--- config.mk ---
export PLATFORM = sky130hd
export DESIGN_NAME = fat12_ctrl
export DESIGN_NICKNAME = d
export VERILOG_FILES = /design/src/design/fat12_pkg.sv /design/src/design/fat12_ctrl.sv
export VERILOG_INCLUDE_DIRS = /design/src /design/src/design
export SDC_FILE = /design/constraint.sdc
export NUM_CORES = 1
export LEC_CHECK = 0
export BUFFER_PORTS_ARGS = -buffer_cell sky130_fd_sc_hd__buf_2
export CAP_MARGIN = 0
export CORE_MARGIN = 8
export CORE_UTILIZATION = 40
export DETAILED_ROUTE_END_ITERATION = 10
export SLEW_MARGIN = 20
export SYNTH_ARGS = -nofsm -noshare
export SYNTH_HDL_FRONTEND = slang
export SYNTH_SLANG_ARGS = --single-unit
--- constraint.sdc ---
create_clock -name clk -period 4.3 [get_ports clk]
set_input_delay 0.86 -clock clk [delete_from_list [all_inputs] [get_ports clk]]
set_output_delay 0.86 -clock clk [all_outputs]
set_load 0.005 [all_outputs]
--- src/design/assert_macros.svh ---
// assertion macros for the fat12 table engine, used by fat12_ctrl
`ifndef ASSERT_MACROS_SVH
`define ASSERT_MACROS_SVH

// property must hold at every clock edge out of reset
`define FAT12_ASSERT(label, ck, rn, prop) \
  label: assert property (@(posedge ck) disable iff (!rn) prop) \
    else $error("fat12 assertion failed");

// condition must never be true out of reset
`define FAT12_NEVER(label, ck, rn, cond) \
  label: assert property (@(posedge ck) disable iff (!rn) !(cond)) \
    else $error("fat12 forbidden condition seen");

`endif

--- src/design/fat12_pkg.sv ---
// types and constants of the fat12 table engine
package fat12_pkg;

  localparam logic [2:0] OP_LOAD  = 3'd0;
  localparam logic [2:0] OP_READ  = 3'd1;
  localparam logic [2:0] OP_WRITE = 3'd2;
  localparam logic [2:0] OP_FIND  = 3'd3;
  localparam logic [2:0] OP_COUNT = 3'd4;

  localparam logic [13:0] TABLE_BYTES_RST = 14'd4608;
  localparam logic [11:0] FIRST_DATA_CLUSTER = 12'd2;

  typedef struct packed {
    logic [2:0]  opcode;
    logic [12:0] byte_address;
    logic [7:0]  byte_value;
    logic [11:0] cluster;
    logic [11:0] entry_value;
  } in_word_t;

  typedef struct packed {
    logic [11:0] read_value;
    logic [11:0] free_cluster;
    logic [11:0] free_count;
  } out_word_t;

  typedef struct packed {
    logic capture;
    logic clear;
    logic load;
    logic entry_rd;
    logic entry_fin;
    logic scan;
  } ctl_cmd_t;

  typedef struct packed {
    logic clear_last;
    logic scan_done;
  } dp_stat_t;

endpackage

--- src/design/fat12_ctrl.sv ---
// controller state machine of the fat12 table engine
`include "assert_macros.svh"

module fat12_ctrl (
  input  logic                clk,
  input  logic                rst_n,
  input  logic                start,
  input  logic [2:0]          opcode,
  output logic                busy,
  output logic                out_valid,
  output fat12_pkg::ctl_cmd_t cmd,
  input  fat12_pkg::dp_stat_t stat
);
  import fat12_pkg::*;

  typedef enum logic [6:0] {
    S_IDLE  = 7'b0000001,
    S_CLEAR = 7'b0000010,
    S_LOAD  = 7'b0000100,
    S_EADDR = 7'b0001000,
    S_EDATA = 7'b0010000,
    S_SCAN  = 7'b0100000,
    S_RESP  = 7'b1000000
  } state_t;

  state_t state_r, state_nxt;

  always_ff @(posedge clk) begin
    if (!rst_n) begin
      state_r <= S_CLEAR;
    end else begin
      state_r <= state_nxt;
    end
  end

  always_comb begin
    state_nxt = state_r;
    cmd       = '0;
    unique case (state_r)
      S_IDLE: begin
        if (start) begin
          cmd.capture = 1'b1;
          unique case (opcode)
            OP_LOAD:           state_nxt = S_LOAD;
            OP_READ, OP_WRITE: state_nxt = S_EADDR;
            OP_FIND, OP_COUNT: state_nxt = S_SCAN;
            default:           state_nxt = S_RESP;
          endcase
        end
      end
      S_CLEAR: begin
        cmd.clear = 1'b1;
        if (stat.clear_last) begin
          state_nxt = S_IDLE;
        end
      end
      S_LOAD: begin
        cmd.load  = 1'b1;
        state_nxt = S_RESP;
      end
      S_EADDR: begin
        cmd.entry_rd = 1'b1;
        state_nxt    = S_EDATA;
      end
      S_EDATA: begin
        cmd.entry_fin = 1'b1;
        state_nxt     = S_RESP;
      end
      S_SCAN: begin
        cmd.scan = 1'b1;
        if (stat.scan_done) begin
          state_nxt = S_RESP;
        end
      end
      S_RESP: begin
        state_nxt = S_IDLE;
      end
      default: begin
        state_nxt = S_CLEAR;
      end
    endcase
  end

  assign busy      = (state_r != S_IDLE);
  assign out_valid = (state_r == S_RESP);

  `FAT12_ASSERT(a_accept_busy, clk, rst_n, (start && !busy) |=> busy)
  `FAT12_ASSERT(a_strobe_single, clk, rst_n, out_valid |=> (!out_valid && !busy))
  `FAT12_ASSERT(a_clear_then_idle, clk, rst_n, $fell(cmd.clear) |-> !busy)
  `FAT12_NEVER(a_no_store_write_idle, clk, rst_n, !busy && (cmd.load || cmd.clear))

endmodule

==> results.py <==
metrics = {
    "floorplan": {
        "start_util": 0.4279,
        "die_w_um": 53.31,
        "die_y_um": 53.31,
        "rows": 13,
        "coreArea_um2": 1301,
        "io_pins": 16,
        "die_area_um2": 2842,
    },
    "cells_and_area": {
        "fill_cells": 144,
        "top_register": "state_r",
        "drive_gt1_frac": 0.3067,
        "top_regs": "state_r: 7 flops",
        "fin_util": 0.4856,
        "final_nets": 84,
        "largest_register_ffs": 7,
        "final_cell_area_um2": 631.9,
        "diodes": 0,
        "synthToLayoutAreaGrowth_pct": 13.48,
    },
    "critical_path": {
        "critPathArrivalTime_ns": 1.67,
        "start_kind": "register",
        "r2r-start": "state_r[5]",
        "reg2regPathDepth": 3,
        "worst_setup_path_end_kind": "output pin",
        "path_max_fanout": 9,
        "cp-startpoint": "state_r[5]",
        "worst-setup-path-type": "register to output pin",
        "required_ns": 3.44,
    },
    "sta": {
        "rsz0062_at_grt": "no",
        "fin_crit_ns": 2.532,
        "skew_ns": 0.004689,
        "tightest_slew_ns": 0.3812,
        "fin_crit_sh": 0.5889,
        "hold_violations": 0,
        "final_max_slew_viol_count": 0,
        "fmax_ghz": 0.3949,
        "setup_viol": 0,
        "finalWorstSetupSlack_ns": 1.768,
        "hold-worst-slack_ns": 0.6626,
        "slew_headroom": 0.7439,
        "fin_tns_setup_ns": 0,
    },
    "clock_network": {
        "numCtsBuffers": 3,
        "cts_tree": "built",
        "htree_levels": 1,
        "cts-resized-gates": 0,
        "cts-root-buf": "clkbuf_4",
        "insertion_delay_ns": 0.25,
        "hold_buffers": 0,
        "clock-sinks": 7,
        "ctsLongestPathBuffers": 2,
        "clkTransAtPathRegs_ns": 0.05,
        "post_cts_buffers": 0,
    },
    "synthesis": {
        "postSynthRegisterBits": 7,
        "synth-edff-count": 0,
        "async_reset_ff_frac": 0,
        "synth_area_leader_cell": "dfxtp_1",
        "ys.flop_type": "dfxtp_1",
        "synth_fp_nets": 70,
        "synth_top_area_frac": 0.2517,
        "synth_area_per_cell_um2": 8.980,
        "synth_seq_area_share": 0.2517,
        "synth_cell_types": 32,
        "synth.area.top_cells": "dfxtp_1 25%, nor3b_1 5.4%, nor4b_1 4.7%",
        "netlist_instances": 62,
        "yosysWarningCount": 0,
        "synth_area_um2": 556.8,
    },
    "run": {
        "cap_violations": 0,
    },
    "min_path": {
        "hold_depth": 2,
        "hold_class": "register to register",
        "min-delay-start": "state_r[3]",
    },
    "placement": {
        "io_buffers": 15,
        "place_congestion": 0.7201,
        "hpwl_um": 975.8,
        "placed_area_um2": 605.6,
        "place_ws_ns": 2.027,
    },
    "power": {
        "vdd_drop_max_v": 0.0001492,
        "leakage_nw": 0.2618,
        "pwr_density_cell_nw_per_um2": 293.0,
    },
    "drt": {
        "vias_per_cell": 5.567,
        "drtAntennaViolNets": 0,
        "drt_iter0_drc": 3,
        "dr.pass1.iters": 4,
        "drc_errors": 0,
        "post_drt_wl_per_cell_um": 13.53,
        "wl_um": 1218,
        "vias": 501,
    },
    "grt": {
        "gr-total-overflow": 0,
        "grt_pass1_vias": 505,
        "antenna_found_initial": 0,
        "grt_pass1_wl_um": 2083,
        "grtUsageTotal": 0.09766,
        "grt_max_degree": 12,
    },
    "status": {
        "status": "complete, no violations",
    },
}
==> layer usage <==
metal	global-route usage	vias to the layer above	wire length, µm
met1	0.1209	223	599
met3	0.02801	2	54
met4	0.06723	0	12
met2	0.1406	12	552
met5	0	-	0
li1	-	264	-
==> path summary, 6_finish.rpt <==
kind	end	slack, ns
worst min-delay path	state_r[4]	0.66
worst max register to register	state_r[6]	2.76
worst min register to register	state_r[4]	0.66
worst max-delay path	out_valid	1.77
==> power by group <==
part	switching [W]	internal, W	total, W
clock network	0.0000228	0.0000353	0.0000581
logic	0.0000210	0.0000251	0.0000462
registers	0.0000114	0.0000695	0.0000809
total	0.0000552	0.000130	0.000185
==> synthesized netlist by cell type (2+ instances only) <==
library cell,n
nor4_1,2
o211ai_1,2
nor4b_1,3
or4b_1,2
nor3_1,3
xnor2_1,2
dfxtp_1,7
o21ai_0,2
nand2_1,2
buf_2,3
nor2_1,6
xor2_1,2
buf_6,2
nor3b_1,4
and3_1,3
==> stage by stage <==
| stage | power, W | instances |
|---|---|---|
| 2_1_floorplan | 0.0001188 | 62 |
| 3_3_place_gp | 0.0001292 | 86 |
| 3_5_place_dp | 0.0001288 | 86 |
| 4_1_cts | 0.0001888 | 90 |
| 5_1_grt | 0.0002019 | 90 |
| 6_report | 0.0001851 | 90 |
==> critical path, cell delays in order, from the launching register on <==
cell and delay (ns):
dfxtp_1 0.39, or4_4 0.61, nor4b_1 0.26, buf_2 0.16
==> logic make-up after synthesis <==
group	count (synthesis)	share of synthesized area
flip-flops	7	0.2517
XOR/XNOR	4	0.06293
buffers and inverters	7	0.08763
AO/OA/AOI/OAI	11	0.1798
AND/OR/NAND/NOR	33	0.4180
==> layout make-up <==
class	count	area, µm²	share of cell area
timing repair buffer	15	75.07	0.1188
inverter	1	3.754	0.005941
tap	15	18.77	0.02970
clock buffer	4	26.28	0.04158
sequential	7	140.1	0.2218
multi-input combinational	48	367.9	0.5822
==> placed cells by master, fill, tap and decap left out, types with 2 or more instances in the layout <==
cell and n:
or4b_1 2, xnor2_1 2, clkbuf_4 3, nor4b_1 3
o21ai_0 2, nor3b_1 4, nor4_1 2, nor3_1 3
nand2_1 2, nor2_1 6, xor2_1 2, dfxtp_1 7
o211ai_1 2, and3_1 3, buf_2 15
Note: power is estimated with default switching activity, not from simulation.
